[src/rtl/sscp_pkg.sv]
// Shared types and constants for the servo serial command parser.
`default_nettype none
package sscp_pkg;

    // Characters of the protocol
    localparam logic [7:0] CH_DOLLAR = 8'h24;
    localparam logic [7:0] CH_AT     = 8'h40;
    localparam logic [7:0] CH_BANG   = 8'h21;
    localparam logic [7:0] CH_EQUAL  = 8'h3D;
    localparam logic [7:0] CH_CR     = 8'h0D;
    localparam logic [7:0] CH_SPACE  = 8'h20;
    localparam logic [7:0] CH_TILDE  = 8'h7E;
    localparam logic [7:0] CH_PLUS   = 8'h2B;
    localparam logic [7:0] CH_MINUS  = 8'h2D;
    localparam logic [7:0] CH_ZERO   = 8'h30;
    localparam logic [7:0] CH_NINE   = 8'h39;
    localparam logic [7:0] CH_ONE    = 8'h31;
    localparam logic [7:0] CH_P      = 8'h50;
    localparam logic [7:0] CH_I      = 8'h49;
    localparam logic [7:0] CH_D      = 8'h44;
    localparam logic [7:0] CH_W      = 8'h57;
    localparam logic [7:0] CH_S      = 8'h53;
    localparam logic [7:0] CH_F      = 8'h46;
    localparam logic [7:0] CH_A      = 8'h41;
    localparam logic [7:0] CH_G      = 8'h47;

    // Result kinds
    localparam logic [1:0] KIND_AXIS   = 2'd0;
    localparam logic [1:0] KIND_STORED = 2'd1;
    localparam logic [1:0] KIND_REPORT = 2'd2;
    localparam logic [1:0] KIND_EMPTY  = 2'd3;

    // Item codes
    localparam logic [3:0] ITEM_P       = 4'd0;
    localparam logic [3:0] ITEM_I       = 4'd1;
    localparam logic [3:0] ITEM_D       = 4'd2;
    localparam logic [3:0] ITEM_W       = 4'd3;
    localparam logic [3:0] ITEM_S       = 4'd4;
    localparam logic [3:0] ITEM_F       = 4'd5;
    localparam logic [3:0] ITEM_A       = 4'd6;
    localparam logic [3:0] ITEM_G       = 4'd7;
    localparam logic [3:0] ITEM_POS     = 4'd8;
    localparam logic [3:0] ITEM_STATUS  = 4'd9;
    localparam logic [3:0] ITEM_UNKNOWN = 4'd10;

    localparam int PARAM_COUNT = 8;
    localparam int QUEUE_DEPTH = 2;

    typedef struct packed {
        logic [7:0]         rx_byte;
        logic signed [31:0] position;
        logic [7:0]         status_byte;
    } cmd_t;

    typedef struct packed {
        logic [1:0]         kind;
        logic [3:0]         item;
        logic signed [31:0] value;
        logic               save_request;
    } rsp_t;

    // Classified byte passed from front to back
    typedef struct packed {
        logic [7:0]  rx_byte;
        logic [31:0] position;
        logic [7:0]  status_byte;
        logic        is_dollar;
        logic        is_at;
        logic        is_bang;
        logic        is_equal;
        logic        is_cr;
        logic        is_print;
        logic        is_digit;
        logic        is_space;
        logic        is_minus;
        logic        is_plus;
        logic [3:0]  digit;
        logic [3:0]  letter_idx;
    } cls_t;

    typedef enum logic [1:0] {
        PH_ADDR,
        PH_CMD,
        PH_LETTER,
        PH_NUMBER
    } phase_t;

    typedef enum logic [1:0] {
        NP_SPACE,
        NP_DIGITS,
        NP_DONE
    } num_phase_t;

endpackage
`default_nettype wire

[src/rtl/sscp_front.sv]
// Front end: classifies each received byte for the command sequencer.
`default_nettype none
module sscp_front (
    input  wire sscp_pkg::cmd_t cmd,
    output sscp_pkg::cls_t      cls
);

    logic [3:0] letter_idx;

    always_comb
    begin
        case (cmd.rx_byte)
            sscp_pkg::CH_P: letter_idx = sscp_pkg::ITEM_P;
            sscp_pkg::CH_I: letter_idx = sscp_pkg::ITEM_I;
            sscp_pkg::CH_D: letter_idx = sscp_pkg::ITEM_D;
            sscp_pkg::CH_W: letter_idx = sscp_pkg::ITEM_W;
            sscp_pkg::CH_S: letter_idx = sscp_pkg::ITEM_S;
            sscp_pkg::CH_F: letter_idx = sscp_pkg::ITEM_F;
            sscp_pkg::CH_A: letter_idx = sscp_pkg::ITEM_A;
            sscp_pkg::CH_G: letter_idx = sscp_pkg::ITEM_G;
            default:        letter_idx = sscp_pkg::ITEM_UNKNOWN;
        endcase
    end

    always_comb
    begin
        cls.rx_byte     = cmd.rx_byte;
        cls.position    = cmd.position;
        cls.status_byte = cmd.status_byte;
        cls.is_dollar   = (cmd.rx_byte == sscp_pkg::CH_DOLLAR);
        cls.is_at       = (cmd.rx_byte == sscp_pkg::CH_AT);
        cls.is_bang     = (cmd.rx_byte == sscp_pkg::CH_BANG);
        cls.is_equal    = (cmd.rx_byte == sscp_pkg::CH_EQUAL);
        cls.is_cr       = (cmd.rx_byte == sscp_pkg::CH_CR);
        cls.is_print    = (cmd.rx_byte >= sscp_pkg::CH_SPACE) &&
                          (cmd.rx_byte <= sscp_pkg::CH_TILDE);
        cls.is_digit    = (cmd.rx_byte >= sscp_pkg::CH_ZERO) &&
                          (cmd.rx_byte <= sscp_pkg::CH_NINE);
        cls.is_space    = (cmd.rx_byte == sscp_pkg::CH_SPACE);
        cls.is_minus    = (cmd.rx_byte == sscp_pkg::CH_MINUS);
        cls.is_plus     = (cmd.rx_byte == sscp_pkg::CH_PLUS);
        cls.digit       = cmd.rx_byte[3:0];
        cls.letter_idx  = letter_idx;
    end

endmodule
`default_nettype wire

[src/rtl/sscp_fifo.sv]
// Short queue of classified words between front and back.
`default_nettype none
module sscp_fifo (
    input  wire                 clk,
    input  wire                 rst_n,
    input  wire                 push,
    input  wire sscp_pkg::cls_t push_data,
    output logic                full,
    input  wire                 pop,
    output sscp_pkg::cls_t      pop_data,
    output logic                not_empty
);

    localparam int DEPTH = sscp_pkg::QUEUE_DEPTH;
    localparam int AW    = (DEPTH > 1) ? $clog2(DEPTH) : 1;
    localparam int CW    = $clog2(DEPTH + 1);

    sscp_pkg::cls_t mem_reg [DEPTH];
    logic [AW-1:0]  wr_ptr_reg, wr_ptr_next;
    logic [AW-1:0]  rd_ptr_reg, rd_ptr_next;
    logic [CW-1:0]  count_reg, count_next;

    assign full      = (count_reg == CW'(DEPTH));
    assign not_empty = (count_reg != '0);
    assign pop_data  = mem_reg[rd_ptr_reg];

    always_comb
    begin
        wr_ptr_next = wr_ptr_reg;
        rd_ptr_next = rd_ptr_reg;
        count_next  = count_reg;
        if (push)
        begin
            wr_ptr_next = (wr_ptr_reg == AW'(DEPTH - 1)) ? '0 : wr_ptr_reg + 1'b1;
        end
        if (pop)
        begin
            rd_ptr_next = (rd_ptr_reg == AW'(DEPTH - 1)) ? '0 : rd_ptr_reg + 1'b1;
        end
        if (push && !pop)
        begin
            count_next = count_reg + 1'b1;
        end
        else if (pop && !push)
        begin
            count_next = count_reg - 1'b1;
        end
    end

    always_ff @(posedge clk or negedge rst_n)
    begin
        if (!rst_n)
        begin
            wr_ptr_reg <= '0;
            rd_ptr_reg <= '0;
            count_reg  <= '0;
        end
        else
        begin
            wr_ptr_reg <= wr_ptr_next;
            rd_ptr_reg <= rd_ptr_next;
            count_reg  <= count_next;
        end
    end

    always_ff @(posedge clk)
    begin
        if (push)
        begin
            mem_reg[wr_ptr_reg] <= push_data;
        end
    end

endmodule
`default_nettype wire

[src/rtl/sscp_back.sv]
// Back end: command sequencer, number parser, parameter file and result register.
`default_nettype none
module sscp_back #(
    parameter int BUFFER_LIMIT = 32
) (
    input  wire                 clk,
    input  wire                 rst_n,
    input  wire                 word_valid,
    input  wire sscp_pkg::cls_t word,
    output logic                word_pop,
    output logic                rsp_valid,
    input  wire                 rsp_ready,
    output sscp_pkg::rsp_t      rsp_data
);

    localparam int CW = $clog2(BUFFER_LIMIT);
    localparam logic [CW-1:0] CNT_MAX   = CW'(BUFFER_LIMIT - 1);
    localparam logic [CW-1:0] CNT_START = CW'(3);

    sscp_pkg::phase_t     phase_reg, phase_next;
    sscp_pkg::num_phase_t nphase_reg, nphase_next;
    logic                 dollar_reg, dollar_next;
    logic [3:0]           cmd_idx_reg, cmd_idx_next;
    logic [CW-1:0]        count_reg, count_next;
    logic                 neg_reg, neg_next;
    logic [31:0]          acc_reg, acc_next;
    logic [7:0]           axis_reg, axis_next;
    logic [31:0]          param_reg [sscp_pkg::PARAM_COUNT];
    logic [31:0]          param_next [sscp_pkg::PARAM_COUNT];
    logic                 rsp_valid_reg, rsp_valid_next;
    sscp_pkg::rsp_t       rsp_data_reg;

    logic                 res_valid;
    sscp_pkg::rsp_t       res_data;
    logic [31:0]          acc_times_ten;
    logic [31:0]          signed_val;

    assign word_pop      = word_valid && (!rsp_valid_reg || rsp_ready);
    assign rsp_valid     = rsp_valid_reg;
    assign rsp_data      = rsp_data_reg;
    assign acc_times_ten = {acc_reg[28:0], 3'b000} + {acc_reg[30:0], 1'b0};
    assign signed_val    = neg_reg ? (32'd0 - acc_reg) : acc_reg;

    // next state
    always_comb
    begin
        phase_next   = phase_reg;
        nphase_next  = nphase_reg;
        dollar_next  = dollar_reg;
        cmd_idx_next = cmd_idx_reg;
        count_next   = count_reg;
        neg_next     = neg_reg;
        acc_next     = acc_reg;
        axis_next    = axis_reg;
        param_next   = param_reg;
        if (word_pop)
        begin
            case (phase_reg)
                sscp_pkg::PH_ADDR:
                begin
                    if (word.is_dollar || (word.rx_byte == axis_reg))
                    begin
                        dollar_next = word.is_dollar;
                        phase_next  = sscp_pkg::PH_CMD;
                    end
                end
                sscp_pkg::PH_CMD:
                begin
                    if (dollar_reg)
                    begin
                        axis_next  = word.rx_byte;
                        phase_next = sscp_pkg::PH_ADDR;
                    end
                    else if (word.is_at || word.is_bang)
                    begin
                        phase_next = sscp_pkg::PH_ADDR;
                    end
                    else
                    begin
                        cmd_idx_next = word.letter_idx;
                        phase_next   = sscp_pkg::PH_LETTER;
                    end
                end
                sscp_pkg::PH_LETTER:
                begin
                    if (word.is_equal)
                    begin
                        phase_next  = sscp_pkg::PH_NUMBER;
                        count_next  = CNT_START;
                        nphase_next = sscp_pkg::NP_SPACE;
                        neg_next    = 1'b0;
                        acc_next    = '0;
                    end
                    else
                    begin
                        phase_next = sscp_pkg::PH_ADDR;
                    end
                end
                sscp_pkg::PH_NUMBER:
                begin
                    if (word.is_print && (count_reg < CNT_MAX))
                    begin
                        count_next = count_reg + 1'b1;
                        case (nphase_reg)
                            sscp_pkg::NP_SPACE:
                            begin
                                if (word.is_space)
                                begin
                                    nphase_next = sscp_pkg::NP_SPACE;
                                end
                                else if (word.is_minus)
                                begin
                                    neg_next    = 1'b1;
                                    nphase_next = sscp_pkg::NP_DIGITS;
                                end
                                else if (word.is_plus)
                                begin
                                    nphase_next = sscp_pkg::NP_DIGITS;
                                end
                                else if (word.is_digit)
                                begin
                                    acc_next    = {28'd0, word.digit};
                                    nphase_next = sscp_pkg::NP_DIGITS;
                                end
                                else
                                begin
                                    nphase_next = sscp_pkg::NP_DONE;
                                end
                            end
                            sscp_pkg::NP_DIGITS:
                            begin
                                if (word.is_digit)
                                begin
                                    acc_next = acc_times_ten + {28'd0, word.digit};
                                end
                                else
                                begin
                                    nphase_next = sscp_pkg::NP_DONE;
                                end
                            end
                            default:
                            begin
                                nphase_next = nphase_reg;
                            end
                        endcase
                    end
                    if (word.is_cr)
                    begin
                        if (!cmd_idx_reg[3])
                        begin
                            param_next[cmd_idx_reg[2:0]] = signed_val;
                        end
                        phase_next = sscp_pkg::PH_ADDR;
                    end
                end
                default:
                begin
                    phase_next = sscp_pkg::PH_ADDR;
                end
            endcase
        end
    end

    // result of the current word
    always_comb
    begin
        res_valid             = 1'b0;
        res_data.kind         = sscp_pkg::KIND_AXIS;
        res_data.item         = sscp_pkg::ITEM_P;
        res_data.value        = '0;
        res_data.save_request = 1'b0;
        case (phase_reg)
            sscp_pkg::PH_CMD:
            begin
                if (dollar_reg)
                begin
                    res_valid             = 1'b1;
                    res_data.kind         = sscp_pkg::KIND_AXIS;
                    res_data.value        = {24'd0, word.rx_byte};
                    res_data.save_request = 1'b1;
                end
                else if (word.is_at)
                begin
                    res_valid      = 1'b1;
                    res_data.kind  = sscp_pkg::KIND_REPORT;
                    res_data.item  = sscp_pkg::ITEM_POS;
                    res_data.value = word.position;
                end
                else if (word.is_bang)
                begin
                    res_valid      = 1'b1;
                    res_data.kind  = sscp_pkg::KIND_REPORT;
                    res_data.item  = sscp_pkg::ITEM_STATUS;
                    res_data.value = {24'd0, word.status_byte};
                end
            end
            sscp_pkg::PH_LETTER:
            begin
                if (word.is_at)
                begin
                    res_valid     = 1'b1;
                    res_data.item = cmd_idx_reg;
                    // G and unknown letters have nothing to read back
                    if (cmd_idx_reg < sscp_pkg::ITEM_G)
                    begin
                        res_data.kind  = sscp_pkg::KIND_REPORT;
                        res_data.value = param_reg[cmd_idx_reg[2:0]];
                    end
                    else
                    begin
                        res_data.kind = sscp_pkg::KIND_EMPTY;
                    end
                end
            end
            sscp_pkg::PH_NUMBER:
            begin
                if (word.is_cr)
                begin
                    res_valid             = 1'b1;
                    res_data.kind         = sscp_pkg::KIND_STORED;
                    res_data.item         = cmd_idx_reg;
                    res_data.value        = signed_val;
                    res_data.save_request = 1'b1;
                end
            end
            default:
            begin
                res_valid = 1'b0;
            end
        endcase
    end

    always_comb
    begin
        rsp_valid_next = rsp_valid_reg;
        if (word_pop)
        begin
            rsp_valid_next = res_valid;
        end
        else if (rsp_ready)
        begin
            rsp_valid_next = 1'b0;
        end
    end

    always_ff @(posedge clk or negedge rst_n)
    begin
        if (!rst_n)
        begin
            phase_reg     <= sscp_pkg::PH_ADDR;
            nphase_reg    <= sscp_pkg::NP_SPACE;
            dollar_reg    <= 1'b0;
            cmd_idx_reg   <= sscp_pkg::ITEM_UNKNOWN;
            count_reg     <= '0;
            neg_reg       <= 1'b0;
            acc_reg       <= '0;
            axis_reg      <= sscp_pkg::CH_ONE;
            rsp_valid_reg <= 1'b0;
            for (int i = 0; i < sscp_pkg::PARAM_COUNT; i++)
            begin
                param_reg[i] <= '0;
            end
        end
        else
        begin
            phase_reg     <= phase_next;
            nphase_reg    <= nphase_next;
            dollar_reg    <= dollar_next;
            cmd_idx_reg   <= cmd_idx_next;
            count_reg     <= count_next;
            neg_reg       <= neg_next;
            acc_reg       <= acc_next;
            axis_reg      <= axis_next;
            rsp_valid_reg <= rsp_valid_next;
            param_reg     <= param_next;
        end
    end

    always_ff @(posedge clk)
    begin
        if (word_pop && res_valid)
        begin
            rsp_data_reg <= res_data;
        end
    end

endmodule
`default_nettype wire

[src/rtl/servo_serial_command_parser_core.sv]
// Servo serial command parser: byte classifier, word queue and command sequencer.
//
// Usage: received serial bytes enter on the cmd channel (valid/ready), each word
// carrying the byte plus the current servo position and status. Commands are
// "$x" (set axis), "<axis>@" / "<axis>!" (position / status report),
// "<axis>L@" (parameter report) and "<axis>L=number CR" (store parameter).
// Results leave on the rsp channel (valid/ready), at most one per byte.
// Path: a byte is classified combinationally and written into the queue when
// accepted; the sequencer then pops it and registers its result in the result
// register, which drives rsp_valid.
// Throughput: one byte per cycle unless rsp stalls; the sequencer handles one
// word a cycle, with the x10 accumulate (two shifted adds) as its longest path.
// Stall: while a result waits with rsp_ready low, the result register holds and
// the sequencer stops, also for bytes that would give no result. The
// two-entry queue keeps taking bytes until full, then cmd_ready drops.
// Reset: axis is '1', all eight parameters are zero, the parser waits for an
// address byte and both the queue and the result register are empty.
`default_nettype none
module servo_serial_command_parser_core #(
    parameter int BUFFER_LIMIT = 32
) (
    input  wire                 clk,
    input  wire                 rst_n,
    input  wire                 cmd_valid,
    output logic                cmd_ready,
    input  wire sscp_pkg::cmd_t cmd_data,
    output logic                rsp_valid,
    input  wire                 rsp_ready,
    output sscp_pkg::rsp_t      rsp_data
);

    sscp_pkg::cls_t cls;
    sscp_pkg::cls_t q_word;
    logic           q_full;
    logic           q_valid;
    logic           q_pop;

    assign cmd_ready = !q_full;

    sscp_front u_front (
        .cmd (cmd_data),
        .cls (cls)
    );

    sscp_fifo u_fifo (
        .clk       (clk),
        .rst_n     (rst_n),
        .push      (cmd_valid && cmd_ready),
        .push_data (cls),
        .full      (q_full),
        .pop       (q_pop),
        .pop_data  (q_word),
        .not_empty (q_valid)
    );

    sscp_back #(
        .BUFFER_LIMIT (BUFFER_LIMIT)
    ) u_back (
        .clk        (clk),
        .rst_n      (rst_n),
        .word_valid (q_valid),
        .word       (q_word),
        .word_pop   (q_pop),
        .rsp_valid  (rsp_valid),
        .rsp_ready  (rsp_ready),
        .rsp_data   (rsp_data)
    );

endmodule
`default_nettype wire
[config.mk]
export PLATFORM = sky130hd
export DESIGN_NAME = servo_serial_command_parser_core
export DESIGN_NICKNAME = d
export VERILOG_FILES = /design/src/rtl/sscp_pkg.sv /design/src/rtl/sscp_front.sv /design/src/rtl/sscp_fifo.sv /design/src/rtl/sscp_back.sv /design/src/rtl/servo_serial_command_parser_core.sv
export SDC_FILE = /design/constraint.sdc
export NUM_CORES = 1
export LEC_CHECK = 0
export ABC_AREA = 1
export ABC_CLOCK_PERIOD_IN_PS = 3800
export CAP_MARGIN = 20
export CORE_MARGIN = 2
export CORE_UTILIZATION = 55
export DETAILED_ROUTE_END_ITERATION = 6
export DONT_BUFFER_PORTS = 1
export GPL_TIMING_DRIVEN = 0
export HOLD_SLACK_MARGIN = 0.02
export PLACE_DENSITY = 0.73
export REMOVE_ABC_BUFFERS = 1
export SETUP_SLACK_MARGIN = 0.4
export SKIP_CTS_REPAIR_TIMING = 1
export SLEW_MARGIN = 20
export SYNTH_ARGS = -nofsm -noshare
export SYNTH_HDL_FRONTEND = slang
export SYNTH_SLANG_ARGS = --single-unit
[constraint.sdc]
create_clock -name clk -period 3.8 [get_ports clk]
set_input_delay 0.38 -clock clk [delete_from_list [all_inputs] [get_ports clk]]
set_output_delay 0.38 -clock clk [all_outputs]
set_load 0.02 [all_outputs]
==> flow_metrics.tcl <==
set metrics [dict create \
    cts_root_buffer "clkbuf_16" \
    grt_pass1_wl_um 110000 \
    holdWs_ns -0.495 \
    fin_skew_ns 0.0181 \
    grt_max_degree 317 \
    diodes 0 \
    track_usage 0.316 \
    violations "negative hold slack" \
    rr_worst_depth 9 \
    crit_path_start_kind "flip-flop" \
    routabilityCongestion 0.896 \
    finalNetCount 3086 \
    synth_top_area_frac 0.324 \
    hold_violations 311 \
    worstPathArrival_ns 3.84 \
    num_io_pins 93 \
    end_kind "flip-flop" \
    clock.fmax_mhz 295 \
    most-common-layout-cells "1152 x nand2_1, 308 x dfrtp_1, 241 x inv_1" \
    antenna_found_initial 2 \
    status "complete, but fails checks" \
    clk_latency_ns 0.60 \
    ys_warn_count 0 \
    hold_class "input pin to asynchronous set/reset pin" \
    yosys-top-cells-area "dfrtp_1 32%, edfxtp_1 20%, nand2_1 18%" \
    rsz0062_at_grt "false" \
    largest_register_ffs 256 \
    post_drt_wl_per_cell_um 20.1 \
    detail-route-antenna-nets 0 \
    vias 20900 \
    path_class "flip-flop to flip-flop" \
    path_max_fanout 25 \
    syn_avg_cell_area_um2 8.18 \
    finalWirelength_um 72400 \
    cts_buffers 50 \
    clockBufferDepth 3 \
    cp.required_ns 4.26 \
    drt_iter0_markers 2491 \
    grt_pass1_vias 19900 \
    p_per_area_mw_per_mm2 599 \
    syn_inst 2937 \
    cts_tree "built" \
    vdd.ir_drop.worst_uv 669 \
    viasPerCell 5.82 \
    worst_pin_slew_ns 1.04 \
    core_region_area_mm2 0.0431 \
    async_reset_ff_frac 0.660 \
    drtPass1Iterations 6 \
    die_area_mm2 0.0454 \
    fp-row-count 76 \
    drc_errors 0 \
    placed_cell_area_mm2 0.0248 \
    grt_overflow 0 \
    finalSetupViolations 0 \
    synth_ff_type "dfrtp_1" \
    rrSetupSlack_ns 0.41 \
    drive_above_1_share 0.0578 \
    period_minus_slack_ns 3.39 \
    r2r-start "u_back.cmd_idx_reg[0]" \
    htreeDepth 2 \
    synth_area_leader_cell "dfrtp_1" \
    final_common_cell "nand2_1" \
    clk_pin_slew_ns 0.06 \
    report.final.slew_viol_count 0 \
    cts_sinks 479 \
    synth_edf_count 163 \
    fill_cells 3584 \
    die_y_um 213 \
    syn2layout_area_growth_pct 13.1 \
    synth_area_mm2 0.0240 \
    fp.dieW_um 213 \
    min_period_over_period 0.891 \
    dp_hpwl_um 46100 \
    regToRegEndpoint "u_back.param_reg[225]" \
    final_util 0.630 \
    synth_cell_types 44 \
    io_buffers 0 \
    stdcell_area_mm2 0.0272 \
    cellLeakagePower_uw 0.0131 \
    synth_seq_cells 479 \
    maxCapViolations 0 \
    slew_headroom 0.301 \
    initial_core_util 0.558 \
    yosysSeqAreaShare 0.533 \
]
==> routing by layer <==
layer	share of wire	wire (um)	up-vias	GRT usage
li1	-	-	9639	-
met5	0.00018	13	-	0
met4	0.045	3280	2	0.134
met2	0.46	33600	1093	0.512
met3	0.094	6830	214	0.0497
met1	0.40	28700	9973	0.425
==> power by group <==
part	switching (uW)	leakage [uW]	total (uW)	internal, uW
clock network	2080	0.000752	4740	2660
logic	3380	0.00672	4600	1220
registers	678	0.00567	6920	6240
==> stage by stage <==
stage,setup WS [ns],setup TNS [ns],total power (uW),instances,hold WS [ns]
floorplan,-0.745,-93.82,9570,2834,0.0844
global placement,-5.05,-1555.30,11000,3419,0.113
detailed placement,-1.55,-99.00,11200,3441,0.110
CTS,-1.62,-103.75,15900,3534,-0.508
global route,0.407,0,17000,3597,-0.504
finish,0.413,0,16300,3597,-0.495
==> kinds of logic after synthesis <==
logic type / share of synthesized area
AND/OR/NAND/NOR: 0.270
buffers and inverters: 0.0584
AO/OA/AOI/OAI: 0.0900
flip-flops: 0.533
adder cells (fa/ha/maj): 0.0334
XOR/XNOR: 0.0150
==> synth_stat cells, drive strengths merged, types with 4 or more instances <==
| cell type | instances |
|---|---|
| and2 | 4 |
| a22oi | 39 |
| a21boi | 6 |
| o221ai | 6 |
| o211ai | 5 |
| dfstp | 5 |
| edfxtp | 163 |
| nor3 | 13 |
| clkinv | 4 |
| o21ai | 211 |
| nand3b | 8 |
| a21oi | 76 |
| nor2 | 172 |
| nand3 | 195 |
| dfrtp | 311 |
| ha | 61 |
| o22ai | 16 |
| a22o | 6 |
| a31oi | 9 |
| inv | 255 |
| clkbuf | 68 |
| nand4 | 39 |
| buf | 35 |
| xnor2 | 13 |
| or2 | 9 |
| xor2 | 28 |
| nand2 | 1165 |
==> cell type report <==
cell class	count	area [um2]	share of cell area
timing repair inverter	4	37.5	0.00138
timing repair buffer	81	1040	0.0384
inverter	259	1030	0.0379
clock inverter	18	145	0.00535
multi-input combinational	2096	9930	0.366
sequential	479	12800	0.472
clock buffer	75	1420	0.0522
tap	585	732	0.0270
==> worst max-delay path: stages, from the launching register on <==
cell and delay [ns]:
dfrtp_4 0.67, clkinvlp_4 0.29, nand2_1 0.34, inv_2 0.42, nand2_4 0.43, buf_16 0.22
clkinvlp_4 0.33, buf_16 0.28, nand2_1 0.09, o21ai_0 0.13
==> how the worst max path moves through the flow <==
stage | startpoint | endpoint | slack, ns | depth (start not counted)
after global placement | u_fifo.rd_ptr_reg | u_back.rsp_data[3] | -5.05 | 6
after global routing | u_back.cmd_idx_reg[0] | u_back.param_reg[242] | 0.41 | 9
after CTS | u_back.cmd_idx_reg[0] | u_back.param_reg[225] | -1.62 | 7
final | u_back.cmd_idx_reg[0] | u_back.param_reg[225] | 0.41 | 9
after floorplan | u_fifo.rd_ptr_reg | u_back.rsp_data[0] | -0.74 | 7
after detailed placement | u_back.cmd_idx_reg[0] | u_back.param_reg[242] | -1.55 | 7
No activity file was read; power rests on OpenSTA's default activity.
